`src/hdl/enpt_pkg.sv`:
```
// Package: shared constants and types of the ETX neighbor probe table.
`timescale 1ns / 1ps
`default_nettype none
package enpt_pkg;
    localparam int TABLE_DEPTH_DEF  = 32;
    localparam int WINDOW_SLOTS_DEF = 12;
    localparam logic [31:0] ETX_INFINITE = 32'hFFFF_FFFF;
    localparam logic [21:0] ETX_SCALE2   = 22'd2000000;

    typedef enum logic [1:0] {
        OP_UPDATE = 2'd0,
        OP_TICK   = 2'd1,
        OP_READ   = 2'd2,
        OP_DUMP   = 2'd3
    } t_opcode;

    typedef struct packed {
        t_opcode     opcode;
        logic [31:0] neighbor_addr;
        logic [3:0]  probe_slot;
        logic [7:0]  reverse_count;
    } t_cmd;

    typedef struct packed {
        logic        ok;
        logic [31:0] entry_addr;
        logic [3:0]  probe_count;
        logic [31:0] etx_value;
        logic        last;
    } t_result;

    typedef enum logic [2:0] {
        ST_IDLE,
        ST_SCAN,
        ST_DIV,
        ST_EMIT,
        ST_TICK
    } t_state;
endpackage
`default_nettype wire

```
`src/hdl/enpt_if.sv`:
```
// Interfaces: valid/ready channels for commands and results.
`timescale 1ns / 1ps
`default_nettype none
interface enpt_cmd_if;
    logic valid;
    logic ready;
    enpt_pkg::t_opcode opcode;
    logic [31:0] neighbor_addr;
    logic [3:0]  probe_slot;
    logic [7:0]  reverse_count;
    modport source (output valid, opcode, neighbor_addr, probe_slot, reverse_count,
                    input ready);
    modport sink (input valid, opcode, neighbor_addr, probe_slot, reverse_count,
                  output ready);
endinterface

interface enpt_res_if;
    logic valid;
    logic ready;
    logic        ok;
    logic [31:0] entry_addr;
    logic [3:0]  probe_count;
    logic [31:0] etx_value;
    logic        last;
    modport source (output valid, ok, entry_addr, probe_count, etx_value, last,
                    input ready);
    modport sink (input valid, ok, entry_addr, probe_count, etx_value, last,
                  output ready);
endinterface
`default_nettype wire

```
`src/hdl/enpt_front.sv`:
```
// Front: accept commands and queue them in a short FIFO for the engine.
`timescale 1ns / 1ps
`default_nettype none
module enpt_front (
    input  wire logic            i_clk,
    input  wire logic            i_rst_n,
    enpt_cmd_if.sink             cmd,
    output enpt_pkg::t_cmd       o_cmd,
    output logic                 o_cmd_valid,
    input  wire logic            i_cmd_take
);
    import enpt_pkg::*;

    t_cmd       r_q [2];
    logic [1:0] r_cnt, n_cnt;
    logic       r_rd, r_wr;
    logic       w_push, w_pop;
    t_cmd       w_in;

    assign cmd.ready   = (r_cnt != 2'd2);
    assign w_push      = cmd.valid && cmd.ready;
    assign w_pop       = i_cmd_take && (r_cnt != 2'd0);
    assign o_cmd_valid = (r_cnt != 2'd0);
    assign o_cmd       = r_q[r_rd];
    assign w_in = '{opcode: cmd.opcode, neighbor_addr: cmd.neighbor_addr,
                    probe_slot: cmd.probe_slot, reverse_count: cmd.reverse_count};

    always_comb begin
        n_cnt = r_cnt + 2'(w_push) - 2'(w_pop);
    end

    always_ff @(posedge i_clk) begin
        if (!i_rst_n) begin
            r_cnt <= '0;
            r_rd  <= 1'b0;
            r_wr  <= 1'b0;
        end else begin
            r_cnt <= n_cnt;
            if (w_push) r_wr <= ~r_wr;
            if (w_pop)  r_rd <= ~r_rd;
        end
        if (w_push) r_q[r_wr] <= w_in;
    end
endmodule
`default_nettype wire

```
`src/hdl/enpt_div.sv`:
```
// Divider: restoring 22-bit by 22-bit division, one quotient bit per cycle.
`timescale 1ns / 1ps
`default_nettype none
module enpt_div (
    input  wire logic        i_clk,
    input  wire logic        i_rst_n,
    input  wire logic        i_start,
    input  wire logic [21:0] i_num,
    input  wire logic [21:0] i_den,
    output logic             o_done,
    output logic [21:0]      o_quot
);
    logic [21:0] r_num, r_den, r_quot;
    logic [22:0] r_rem;
    logic [4:0]  r_cnt;
    logic        r_busy;
    logic [22:0] w_sh;
    logic [22:0] w_sub;

    assign w_sh   = {r_rem[21:0], r_num[21]};
    assign w_sub  = w_sh - {1'b0, r_den};
    assign o_quot = r_quot;

    always_ff @(posedge i_clk) begin
        if (!i_rst_n) begin
            r_busy <= 1'b0;
            o_done <= 1'b0;
            r_cnt  <= '0;
        end else begin
            o_done <= 1'b0;
            if (i_start) begin
                r_busy <= 1'b1;
                r_cnt  <= 5'd22;
            end else if (r_busy) begin
                r_cnt <= r_cnt - 5'd1;
                if (r_cnt == 5'd1) begin
                    r_busy <= 1'b0;
                    o_done <= 1'b1;
                end
            end
        end
        if (i_start) begin
            r_num  <= i_num;
            r_den  <= i_den;
            r_rem  <= '0;
            r_quot <= '0;
        end else if (r_busy) begin
            r_num <= {r_num[20:0], 1'b0};
            if (!w_sub[22]) begin
                r_rem  <= w_sub;
                r_quot <= {r_quot[20:0], 1'b1};
            end else begin
                r_rem  <= w_sh;
                r_quot <= {r_quot[20:0], 1'b0};
            end
        end
    end
endmodule
`default_nettype wire

```
`src/hdl/enpt_engine.sv`:
```
// Engine: table storage, per-command sequencing and result register.
`timescale 1ns / 1ps
`default_nettype none
module enpt_engine #(
    parameter int TABLE_DEPTH  = enpt_pkg::TABLE_DEPTH_DEF,
    parameter int WINDOW_SLOTS = enpt_pkg::WINDOW_SLOTS_DEF
) (
    input  wire logic           i_clk,
    input  wire logic           i_rst_n,
    input  wire enpt_pkg::t_cmd i_cmd,
    input  wire logic           i_cmd_valid,
    output logic                o_cmd_take,
    enpt_res_if.source          res
);
    import enpt_pkg::*;

    localparam int IW = (TABLE_DEPTH > 1) ? $clog2(TABLE_DEPTH) : 1;
    localparam int SW = $clog2(WINDOW_SLOTS);
    localparam logic [IW:0] LASTI = (IW + 1)'(TABLE_DEPTH - 1);
    localparam logic [SW-1:0] LASTS = SW'(WINDOW_SLOTS - 1);

    logic [TABLE_DEPTH-1:0]  r_valid;
    logic [31:0]             r_key [TABLE_DEPTH];
    logic [WINDOW_SLOTS-1:0] r_map [TABLE_DEPTH];
    logic [7:0]              r_rev [TABLE_DEPTH];
    logic [SW-1:0]           r_wp;

    t_state      r_st, n_st;
    t_cmd        r_cmd;
    logic [IW:0] r_idx;
    logic        r_found, r_free_ok, r_any;
    logic [IW-1:0] r_hit, r_free;
    logic [31:0] r_addr;
    logic [3:0]  r_cnt;
    logic        r_ok, r_lst, r_dump;
    logic [15:0] r_prod;
    logic        r_ov;
    t_result     r_res;

    logic [IW-1:0]           w_i;
    logic [WINDOW_SLOTS-1:0] w_map, w_new, w_bit, w_keep;
    logic [SW-1:0]           w_old, w_np, w_nold;
    logic [3:0]              w_c;
    logic                    w_div_start, w_div_done;
    logic [21:0]             w_quot;
    logic [21:0]             w_den;
    logic [TABLE_DEPTH-1:0]  w_live;
    logic                    w_later;
    logic                    w_row;

    assign w_i = r_idx[IW-1:0];
    assign w_old  = (r_wp == LASTS) ? '0 : r_wp + SW'(1);
    assign w_np   = w_old;
    assign w_nold = (w_np == LASTS) ? '0 : w_np + SW'(1);
    assign w_den  = {5'd0, r_prod, 1'b0};

    // Probe count of a map, leaving out the current and oldest slots.
    function automatic logic [3:0] f_count(input logic [WINDOW_SLOTS-1:0] m,
                                           input logic [SW-1:0] c,
                                           input logic [SW-1:0] o);
        logic [3:0] s;
        s = '0;
        for (int j = 0; j < WINDOW_SLOTS; j++)
            if (SW'(j) != c && SW'(j) != o) s = s + 4'(m[j]);
        return s;
    endfunction

    always_comb begin
        w_bit = '0;
        for (int j = 0; j < WINDOW_SLOTS; j++)
            if (r_cmd.probe_slot == 4'(j)) w_bit[j] = 1'b1;
    end

    // Entries that a dump reports, and whether one follows the current index.
    always_comb begin
        w_keep = '1;
        for (int j = 0; j < WINDOW_SLOTS; j++)
            if (SW'(j) == r_wp || SW'(j) == w_old) w_keep[j] = 1'b0;
        w_later = 1'b0;
        for (int k = 0; k < TABLE_DEPTH; k++) begin
            w_live[k] = r_valid[k] && ((r_map[k] & w_keep) != '0);
            if (IW'(k) > w_i) w_later = w_later | w_live[k];
        end
    end

    assign w_map = r_found ? (r_map[r_hit] | w_bit) : w_bit;
    assign w_new = r_map[w_i];
    assign w_c   = f_count(w_new, r_wp, w_old);
    assign w_row = w_live[w_i];

    enpt_div u_div (
        .i_clk  (i_clk),
        .i_rst_n(i_rst_n),
        .i_start(w_div_start),
        .i_num  (ETX_SCALE2 + {6'd0, r_prod}),
        .i_den  (w_den),
        .o_done (w_div_done),
        .o_quot (w_quot)
    );

    assign res.valid       = (r_st == ST_EMIT);
    assign res.ok          = r_res.ok;
    assign res.entry_addr  = r_res.entry_addr;
    assign res.probe_count = r_res.probe_count;
    assign res.etx_value   = r_res.etx_value;
    assign res.last        = r_res.last;
    assign o_cmd_take      = (r_st == ST_IDLE) && i_cmd_valid;

    // Sub-state flags: r_ov marks the product phase before the divider starts.
    assign w_div_start = (r_st == ST_DIV) && r_ov;

    always_comb begin
        n_st = r_st;
        unique case (r_st)
            ST_IDLE: begin
                if (i_cmd_valid) n_st = (i_cmd.opcode == OP_TICK) ? ST_TICK : ST_SCAN;
            end
            ST_SCAN: begin
                if (r_dump) begin
                    if (r_idx > LASTI) n_st = r_any ? ST_IDLE : ST_EMIT;
                    else if (w_row) n_st = ST_DIV;
                end else if (r_idx > LASTI) begin
                    n_st = ST_DIV;
                end
            end
            ST_DIV: begin
                if (!r_ov && (r_prod == 16'd0 || w_div_done)) n_st = ST_EMIT;
            end
            ST_EMIT: begin
                if (res.ready) n_st = (r_dump && !r_res.last) ? ST_SCAN : ST_IDLE;
            end
            ST_TICK: n_st = ST_EMIT;
            default: n_st = ST_IDLE;
        endcase
    end

    always_ff @(posedge i_clk) begin
        if (!i_rst_n) begin
            r_st    <= ST_IDLE;
            r_valid <= '0;
            r_wp    <= '0;
            r_ov    <= 1'b0;
        end else begin
            r_st <= n_st;
            r_ov <= 1'b0;
            unique case (r_st)
                ST_IDLE: begin
                    if (i_cmd_valid) begin
                        r_cmd     <= i_cmd;
                        r_idx     <= '0;
                        r_found   <= 1'b0;
                        r_free_ok <= 1'b0;
                        r_any     <= 1'b0;
                        r_dump    <= (i_cmd.opcode == OP_DUMP);
                    end
                end
                ST_TICK: begin
                    // Advance the pointer and clear the new oldest slot everywhere.
                    r_wp <= w_np;
                    for (int k = 0; k < TABLE_DEPTH; k++)
                        r_map[k][w_nold] <= 1'b0;
                    r_res <= '{ok: 1'b1, entry_addr: '0, probe_count: '0,
                               etx_value: '0, last: 1'b1};
                end
                ST_SCAN: begin
                    if (r_dump) begin
                        if (r_idx > LASTI) begin
                            r_res <= '{ok: 1'b0, entry_addr: '0, probe_count: '0,
                                       etx_value: ETX_INFINITE, last: 1'b1};
                            r_dump <= 1'b0;
                        end else begin
                            if (w_row) begin
                                // Last row when no later entry has probes to report.
                                r_any  <= 1'b1;
                                r_ok   <= 1'b1;
                                r_addr <= r_key[w_i];
                                r_cnt  <= w_c;
                                r_prod <= 16'(w_c) * 16'(r_rev[w_i]);
                                r_lst  <= !w_later;
                                r_ov   <= 1'b1;
                            end
                            r_idx <= r_idx + 1'b1;
                        end
                    end else if (r_idx <= LASTI) begin
                        if (r_valid[w_i] && r_key[w_i] == r_cmd.neighbor_addr && !r_found) begin
                            r_found <= 1'b1;
                            r_hit   <= w_i;
                        end
                        if (!r_valid[w_i] && !r_free_ok) begin
                            r_free_ok <= 1'b1;
                            r_free    <= w_i;
                        end
                        r_idx <= r_idx + 1'b1;
                    end else if (r_cmd.opcode == OP_READ) begin
                        r_addr <= r_cmd.neighbor_addr;
                        r_lst  <= 1'b1;
                        if (r_found) begin
                            r_ok   <= 1'b1;
                            r_cnt  <= f_count(r_map[r_hit], r_wp, w_old);
                            r_prod <= 16'(f_count(r_map[r_hit], r_wp, w_old)) *
                                      16'(r_rev[r_hit]);
                        end else begin
                            r_ok <= 1'b0;
                            r_cnt <= '0;
                            r_prod <= '0;
                        end
                        r_ov <= 1'b1;
                    end else begin
                        // Update: store into the hit or the first free entry.
                        r_addr <= r_cmd.neighbor_addr;
                        r_lst  <= 1'b1;
                        if (r_found || r_free_ok) begin
                            r_valid[r_found ? r_hit : r_free] <= 1'b1;
                            r_key[r_found ? r_hit : r_free]   <= r_cmd.neighbor_addr;
                            r_map[r_found ? r_hit : r_free]   <= w_map;
                            r_rev[r_found ? r_hit : r_free]   <= r_cmd.reverse_count;
                            r_ok   <= 1'b1;
                            r_cnt  <= f_count(w_map, r_wp, w_old);
                            r_prod <= 16'(f_count(w_map, r_wp, w_old)) *
                                      16'(r_cmd.reverse_count);
                        end else begin
                            r_ok <= 1'b0;
                            r_cnt <= '0;
                            r_prod <= '0;
                        end
                        r_ov <= 1'b1;
                    end
                end
                ST_DIV: begin
                    if (!r_ov && (r_prod == 16'd0 || w_div_done)) begin
                        r_res <= '{ok: r_ok, entry_addr: r_addr, probe_count: r_cnt,
                                   etx_value: (r_prod == 16'd0) ? ETX_INFINITE
                                                                : {10'd0, w_quot},
                                   last: r_lst};
                    end
                end
                ST_EMIT: begin
                end
                default: begin
                end
            endcase
        end
    end
endmodule
`default_nettype wire

```
`src/hdl/etx_neighbor_probe_table.sv`:
```
// Top level: ETX neighbor probe table with decoupled command queue and engine.
// Update/read: queue, linear key scan, then a 22-bit restoring divide.
// Tick: advance the window, then emit. Dump: scan every entry, with a divide per reported row.
// The engine runs one command at a time; a 2-deep queue keeps accepting while it has room.
// Reset (synchronous, active low) clears valid bits, window pointer and control.
`timescale 1ns / 1ps
`default_nettype none
module etx_neighbor_probe_table #(
    parameter int TABLE_DEPTH  = enpt_pkg::TABLE_DEPTH_DEF,
    parameter int WINDOW_SLOTS = enpt_pkg::WINDOW_SLOTS_DEF
) (
    input  wire logic  i_clk,
    input  wire logic  i_rst_n,
    enpt_cmd_if.sink   i_cmd,
    enpt_res_if.source o_res
);
    import enpt_pkg::*;

    t_cmd w_cmd;
    logic w_cmd_valid;
    logic w_cmd_take;

    // Queue commands so the producer stalls independently of the engine.
    enpt_front u_front (
        .i_clk      (i_clk),
        .i_rst_n    (i_rst_n),
        .cmd        (i_cmd),
        .o_cmd      (w_cmd),
        .o_cmd_valid(w_cmd_valid),
        .i_cmd_take (w_cmd_take)
    );

    // Execute commands: scan the table, update, divide and emit transactions.
    enpt_engine #(
        .TABLE_DEPTH (TABLE_DEPTH),
        .WINDOW_SLOTS(WINDOW_SLOTS)
    ) u_engine (
        .i_clk      (i_clk),
        .i_rst_n    (i_rst_n),
        .i_cmd      (w_cmd),
        .i_cmd_valid(w_cmd_valid),
        .o_cmd_take (w_cmd_take),
        .res        (o_res)
    );
endmodule
`default_nettype wire

```
`src/flat_wrapper.sv`:
```
// flat-port wrapper written by rule: the top's interface ports become plain ports
module etx_neighbor_probe_table_flat import enpt_pkg::*;
#(
    parameter int TABLE_DEPTH  = enpt_pkg::TABLE_DEPTH_DEF,
    parameter int WINDOW_SLOTS = enpt_pkg::WINDOW_SLOTS_DEF
)
  (i_clk, i_rst_n, i_cmd_valid, i_cmd_opcode, i_cmd_neighbor_addr, i_cmd_probe_slot, i_cmd_reverse_count, i_cmd_ready, o_res_valid, o_res_ok, o_res_entry_addr, o_res_probe_count, o_res_etx_value, o_res_last, o_res_ready);
  enpt_cmd_if i_cmd_i ();
  enpt_res_if o_res_i ();
  input  wire logic i_clk;
  input  wire logic i_rst_n;
  input wire logic [$bits(i_cmd_i.valid)-1:0] i_cmd_valid;
  input wire logic [$bits(i_cmd_i.opcode)-1:0] i_cmd_opcode;
  input wire logic [$bits(i_cmd_i.neighbor_addr)-1:0] i_cmd_neighbor_addr;
  input wire logic [$bits(i_cmd_i.probe_slot)-1:0] i_cmd_probe_slot;
  input wire logic [$bits(i_cmd_i.reverse_count)-1:0] i_cmd_reverse_count;
  output wire logic [$bits(i_cmd_i.ready)-1:0] i_cmd_ready;
  output wire logic [$bits(o_res_i.valid)-1:0] o_res_valid;
  output wire logic [$bits(o_res_i.ok)-1:0] o_res_ok;
  output wire logic [$bits(o_res_i.entry_addr)-1:0] o_res_entry_addr;
  output wire logic [$bits(o_res_i.probe_count)-1:0] o_res_probe_count;
  output wire logic [$bits(o_res_i.etx_value)-1:0] o_res_etx_value;
  output wire logic [$bits(o_res_i.last)-1:0] o_res_last;
  input wire logic [$bits(o_res_i.ready)-1:0] o_res_ready;
  assign i_cmd_i.valid = i_cmd_valid;
  assign i_cmd_i.opcode = i_cmd_opcode;
  assign i_cmd_i.neighbor_addr = i_cmd_neighbor_addr;
  assign i_cmd_i.probe_slot = i_cmd_probe_slot;
  assign i_cmd_i.reverse_count = i_cmd_reverse_count;
  assign i_cmd_ready = i_cmd_i.ready;
  assign o_res_valid = o_res_i.valid;
  assign o_res_ok = o_res_i.ok;
  assign o_res_entry_addr = o_res_i.entry_addr;
  assign o_res_probe_count = o_res_i.probe_count;
  assign o_res_etx_value = o_res_i.etx_value;
  assign o_res_last = o_res_i.last;
  assign o_res_i.ready = o_res_ready;
  etx_neighbor_probe_table #(.TABLE_DEPTH(TABLE_DEPTH), .WINDOW_SLOTS(WINDOW_SLOTS)) u_core (.i_clk(i_clk), .i_rst_n(i_rst_n), .i_cmd(i_cmd_i), .o_res(o_res_i));
endmodule
```
`config.mk`:
```
export PLATFORM = sky130hd
export DESIGN_NAME = etx_neighbor_probe_table_flat
export DESIGN_NICKNAME = d
export VERILOG_FILES = /design/src/hdl/enpt_pkg.sv /design/src/hdl/enpt_if.sv /design/src/hdl/enpt_front.sv /design/src/hdl/enpt_div.sv /design/src/hdl/enpt_engine.sv /design/src/hdl/etx_neighbor_probe_table.sv /design/src/flat_wrapper.sv
export SDC_FILE = /design/constraint.sdc
export NUM_CORES = 2
export LEC_CHECK = 0
export ABC_CLOCK_PERIOD_IN_PS = 12300
export BUFFER_PORTS_ARGS = -buffer_cell sky130_fd_sc_hd__buf_2
export CORE_AREA = 4 4 533 535
export CTS_BUF_LIST = sky130_fd_sc_hd__clkbuf_4 sky130_fd_sc_hd__clkbuf_8
export CTS_CLUSTER_DIAMETER = 120
export DETAILED_ROUTE_END_ITERATION = 16
export DIE_AREA = 0 0 537 539
export GPL_ROUTABILITY_DRIVEN = 0
export SLEW_MARGIN = 0
export SYNTH_ARGS = -nofsm -noshare
export SYNTH_HDL_FRONTEND = slang
export SYNTH_SLANG_ARGS = --single-unit
```
`constraint.sdc`:
```
create_clock -name i_clk -period 12.3 [get_ports i_clk]
set_input_delay 2.46 -clock i_clk [delete_from_list [all_inputs] [get_ports i_clk]]
set_output_delay 2.46 -clock i_clk [all_outputs]
set_load 0.01 [all_outputs]
```
== Word level (Yosys, flattened, before mapping) ==
Memory sizes are Yosys's and may differ from the RTL's. A register that Yosys moved wholly into a read port is not among the register bits.
Cells that the tools add are included.

* Flip-flop bits (word level): 323
* Memories: 4
* Output and inout port bits: 72
* Memory bits (writable): 1,756
* Input bits: 50

* Equal/unequal tests: 85
* Reductions and logical operators: 134
* Order comparisons: 39
* Bitwise gates (word level): 72
* Multipliers: 3
* $add $sub $neg: 41
* Mux-type cells: 348

{| class="wikitable"
|+ Memory list
! name !! words !! bits a word !! read ports !! clocked after Yosys merged registers in !! write ports !! RTL line !! text
|-
| u_core.u_engine.r_key || 32 || 32 || 1 || 1 || 1 || enpt_engine.sv:23 || <nowiki>logic [31:0] r_key [TABLE_DEPTH];</nowiki>
|-
| u_core.u_engine.r_map || 32 || 12 || 34 || 2 || 32 || enpt_engine.sv:24 || <nowiki>logic [WINDOW_SLOTS-1:0] r_map [TABLE_DEPTH];</nowiki>
|-
| u_core.u_engine.r_rev || 32 || 8 || 2 || 2 || 1 || enpt_engine.sv:25 || <nowiki>logic [7:0] r_rev [TABLE_DEPTH];</nowiki>
|-
| u_core.u_front.r_q || 2 || 46 || 1 || 1 || 1 || enpt_front.sv:14 || <nowiki>t_cmd r_q [2];</nowiki>
|}

{| class="wikitable"
|+ Operators with widths
! cell !! count
|-
| $mux W4 || 186
|-
| $and A12 B12 Y12 || 32
|-
| $reduce_bool A12 Y1 || 32
|-
| $mux W70 || 3
|-
| $pmux W70 S3 || 1
|-
| $mux W32 || 5
|-
| $add A4 B1 Y4 || 33
|-
| $mux W1 || 107
|-
| $gt A5 B5 Y1 const A || 16
|-
| $mux W16 || 5
|-
| $mux W12 || 6
|-
| $mux W22 || 3
|-
| $logic_and A1 B1 Y1 || 55
|-
| $mux W5 || 9
|-
| $gt A4 B5 Y1 const A || 8
|-
| $mul A4 B8 Y12 || 3
|-
| $reduce_and A5 Y1 || 7
|-
| $eq A3 B4 Y1 const A || 8
|-
| $eq A32 B32 Y1 || 1
|-
| $eq A4 B4 Y1 const A || 8
|-
| $ne A3 B4 Y1 const A || 8
|-
| $ne A4 B4 Y1 const A || 8
|-
| $or A32 B32 Y32 || 1
|-
| $or A1 B1 Y1 || 31
|-
| other kinds (58) || 146
|}

== Longest topological paths before layout ==
* Word-level depth: 104
* Depth in mapped cells: 65
* Gate-level depth less buffers: 59

== By module ==
Synthesis repeated with hierarchy kept, for this count alone.

* Cells, all modules: 6,336
* Area total of the unflattened synthesis: 98,848.6 µm²

{| class="wikitable"
|+ By module, submodules not included
! module !! instances !! area an instance (µm²) !! cells an instance
|-
| enpt_engine || 1 || 90,036.4 || 5,685
|-
| enpt_div || 1 || 5,056.1 || 484
|-
| enpt_front || 1 || 3,756.1 || 167
|}

== Worst setup path after synthesis ==
Ideal clock, no wire load.

* Path type: flip-flop to flip-flop
* Start point: register (tool-made name)
* End point: register u_core.u_engine.r_prod[11], data pin
* Cell stages (with the launch flop): 62
* Data required time: 12.031 ns
* Arrival time: 12.854 ns
* Path slack: -0.823 ns
* Path buffers: 6
* Cells stage by stage: dfxtp_1 clkbuf_1 clkbuf_1 buf_2 buf_2 clkbuf_1 mux4_2 mux4_2 mux2_2 a22oi_1 clkbuf_1 inv_1 ha_1 nand2_1 o31ai_1 ha_1 ha_1 o211ai_1 [... 26 more ...] nor2_1 nor2_1 nand2_1 fa_1 fa_1 inv_1 ha_1 a21o_1 a21oi_1 o21bai_1 a21oi_1 o21bai_1 a21oi_1 o21bai_1 a21oi_1 xnor2_1 a221oi_1 a21oi_1

{| class="wikitable"
|+ RTL lines
! element !! RTL line !! text
|-
| end signal: assignment || enpt_engine.sv:178 || <nowiki>r_prod <= 16'(w_c) * 16'(r_rev[w_i]);</nowiki>
|-
| end signal: assignment || enpt_engine.sv:200 || <nowiki>r_prod <= 16'(f_count(r_map[r_hit], r_wp, w_old)) *</nowiki>
|-
| end signal: assignment || enpt_engine.sv:219 || <nowiki>r_prod <= 16'(f_count(w_map, r_wp, w_old)) *</nowiki>
|-
| end: declaration || enpt_engine.sv:36 || <nowiki>logic [15:0] r_prod;</nowiki>
|}

==> key figures <==
Status
  • Status: finished, final reports clean

Placement
  • Post-Place Worst Slack: 0.180 ns
  • Placed cell count: 9789
  • PortBufs: 121
  • DP HPWL: 174000 µm
  • Placed Area: 0.103 mm²

Synth
  • Post-synth top area share: 60.6%
  • Mapped Cells: 6176
  • Dominant cell type by area after synthesis: edfxtp_1
  • Main synth FF type: edfxtp_1
  • EDFF count, synth: 1967
  • Mapped cell area: 0.0974 mm²
  • List of most frequent post-synthesis cells: edfxtp_1, nand2_1, mux4_2
  • FF+latch count, synth: 2073
  • Avg Cell Area, Syn: 15.8 µm²
  • Sequential share of the synthesized area: 62.8%
  • Most frequent cell after synthesis: edfxtp_1
  • Syn_nets: 6403
  • Post-synthesis cell type count: 89
  • Share of flip-flops with an asynchronous set or reset: 0%
  • Ys Warns: 0
  • Synth area leaders: edfxtp_1, mux4_2, nand2_1

Worst setup path
  • CP Max Fanout: 4
  • Slowest stage cell, crit path: fa_1
  • Crit path to: u_core.u_engine.r_prod[11]
  • WP data required: 12.90 ns
  • Reg2Reg Setup Slack: 0.48 ns
  • Critical path class: register to register
  • Startpoint Class: register
  • Crit end category: register
  • Arrival time at the worst endpoint: 12.42 ns
  • Cell repeated most along the worst path: ha_1
  • Reg-to-Reg End: u_core.u_engine.r_prod[11]
  • Reg2Reg Depth: 56
  • Max stage delay on crit path: 0.53 ns

Global routing
  • Total grt overflow: 0
  • Vias in the first global route: 59099
  • GRT Util Overall: 19.8%
  • First-pass GRT wire length: 420000 µm
  • Largest net degree at the start of global routing: 133
  • Antenna violations before repair: 13

Pwr
  • Worst VDD drop: 0.161 mV
  • Leak: 0.0396 µW
  • Pwr Density: 182 mW/mm²

Hold path
  • Hold Crit Class: register to register
  • Hold depth: 2

Detailed routing
  • Drt initial violations: 7610
  • Final WL: 292000 µm
  • DRC: 0
  • Vias per cell: 5.69
  • Avg WL per Cell: 28.0 µm
  • Initial DRT Pass Iterations: 9
  • Post-route ant nets: 0
  • Via count: 59339

Clocking
  • CTS Sinks: 2073
  • Htree depth: 5
  • TritonCTS Buffers: 348
  • Clock transition at the registers of the reported paths: 0.06 ns
  • Skew-Pair Late Insertion Delay: 0.99 ns
  • Longest Clk Path Bufs: 4
  • CTS Root Cell: clkbuf_8
  • Hold Buf Count CTS: 0
  • CTS tree: done

STA
  • Final setup viols: 0
  • Max Slew Vio Count: 0
  • Period utilization: 96.1%
  • Setup TNS: 0 ns
  • Final worst setup slack: 0.480 ns
  • Fmax: 84.6 MHz
  • Clk_skew: 0.117 ns
  • Post-route minimum period: 11.82 ns
  • Worst hold slack: 0.459 ns
  • Slew @ Worst Pin: 1.35 ns
  • Final hold violations: 0
  • Max-Slew Margin vs Limit: 9.88%

Die
  • Initial Utilization: 34.9%
  • Rows: 194
  • Die Wd: 537 µm
  • Top Ports: 122
  • Die area: 0.289 mm²
  • Die height: 539 µm
  • Core footprint: 0.279 mm²

Cells and area
  • Ratio of cells with drive above 1 in the final layout: 27.2%
  • Layout Cells excl Fill: 10434
  • Final nets: 6667
  • Layout area overhead: 12.7%
  • Finished Cell Area: 0.110 mm²

Flow run
  • MaxCap Viol Count: 0
report_power, final:
| group | internal [µW] | total, µW | switching [µW] |
|---|---|---|---|
| clock | 3230 | 6020 | 2790 |
| combinational | 2270 | 5200 | 2940 |
| sequential | 8360 | 8760 | 399 |
layer usage:
metal	routed length, µm	share of wire, %	global-route usage, %	vias to the layer above
met3	26900	9.2	3.88	625
li1	-	-	-	24655
met1	114000	39	26.4	30806
met4	13700	4.7	8.39	6
met5	34	0.012	0	-
met2	138000	47	31.5	3247
final cells by class:
class / count / area (µm²)
fill: 25470 / 169000
inverter: 168 / 671
timing repair buffer: 372 / 2600
clock inverter: 141 / 851
multi-input combinational: 3477 / 33900
tap: 3724 / 4660
sequential: 2073 / 61200
antenna: 7 / 17.5
clock buffer: 472 / 5810
worst max-delay path, delay by kind of cell (launching register included):
family / cells / cell delay [ns]
adder cells (fa/ha/maj): 15 / 4.63
AO/OA/AOI/OAI: 16 / 2.35
multiplexers: 7 / 2.23
AND/OR/NAND/NOR: 11 / 0.93
buffers and inverters: 5 / 0.58
flip-flops: 1 / 0.37
XOR/XNOR: 2 / 0.36
flip-flops by register name (all words and copies together) (netlist names), 12 cells and up, named ones only:
register                        count
u_core.u_engine.r_key            1024
u_core.u_engine.r_map             384
u_core.u_engine.r_rev             256
u_core.u_front.r_q                 92
u_core.u_engine.r_cmd              46
u_core.u_engine.r_addr             32
u_core.u_engine.r_valid            32
u_core.u_engine.res.entry_addr     32
u_core.u_engine.res.etx_value      23
u_core.u_engine.u_div.o_quot       22
u_core.u_engine.u_div.r_num        22
u_core.u_engine.u_div.r_rem        22
u_core.u_engine.r_prod             12
u_core.u_engine.u_div.r_den        12
per-stage QoR:
step	util [%]	total power (µW)
after CTS	39.2	20100
after global placement	36.8	14000
final	39.4	20000
after global routing	39.4	20900
after floorplan	-	12500
after detailed placement	36.8	14100
what timing repair did:
| item | 4_1_cts | 5_1_grt |
|---|---|---|
| setup buffers | 0 | 25 |
| resized for setup | 0 | 39 |
| endpoints found under the setup margin | 0 | 5 |
cells by family (layout without fill, tap and decap cells):
kind of cell / after synthesis / after routing / synth area share (%)
buffers and inverters: 626 / 1153 / 2.70
AO/OA/AOI/OAI: 609 / 609 / 4.43
multiplexers: 915 / 915 / 19.0
other: 0 / 7 / 0
adder cells (fa/ha/maj): 178 / 178 / 2.57
AND/OR/NAND/NOR: 1645 / 1645 / 7.15
XOR/XNOR: 130 / 130 / 1.27
flip-flops: 2073 / 2073 / 62.8
worst min-delay path by stage:
stage	startpoint	end	slack, ns
3_5_place_dp	u_core.u_engine.r_valid[24]	u_core.u_engine.r_valid[24]	0.45
2_1_floorplan	u_core.u_engine.r_valid[10]	u_core.u_engine.r_valid[10]	0.43
4_1_cts	u_core.u_engine.r_valid[10]	u_core.u_engine.r_valid[10]	0.46
5_1_grt	u_core.u_engine.r_valid[25]	u_core.u_engine.r_valid[25]	0.48
3_3_place_gp	u_core.u_engine.r_valid[24]	u_core.u_engine.r_valid[24]	0.44
6_report	u_core.u_engine.r_valid[10]	u_core.u_engine.r_valid[10]	0.46
layout by cell type (no fill, tap or decap), drive strengths merged, types with 21 or more instances in the layout:
cell       n
nand2b    22
buf      372
o21a      29
a222oi    28
a22o      53
dfxtp    106
ha       140
nand2    739
mux4     732
a21boi    21
clkbuf   472
mux2     103
nand4     54
o21ai     86
edfxtp  1967
nor2b     31
mux2i     80
a21oi    127
nor2     596
nand3     36
xor2      38
inv      140
a22oi     87
and2      75
clkinv   153
xnor2     85
fa        37
(Power assumes the default switching activity.)
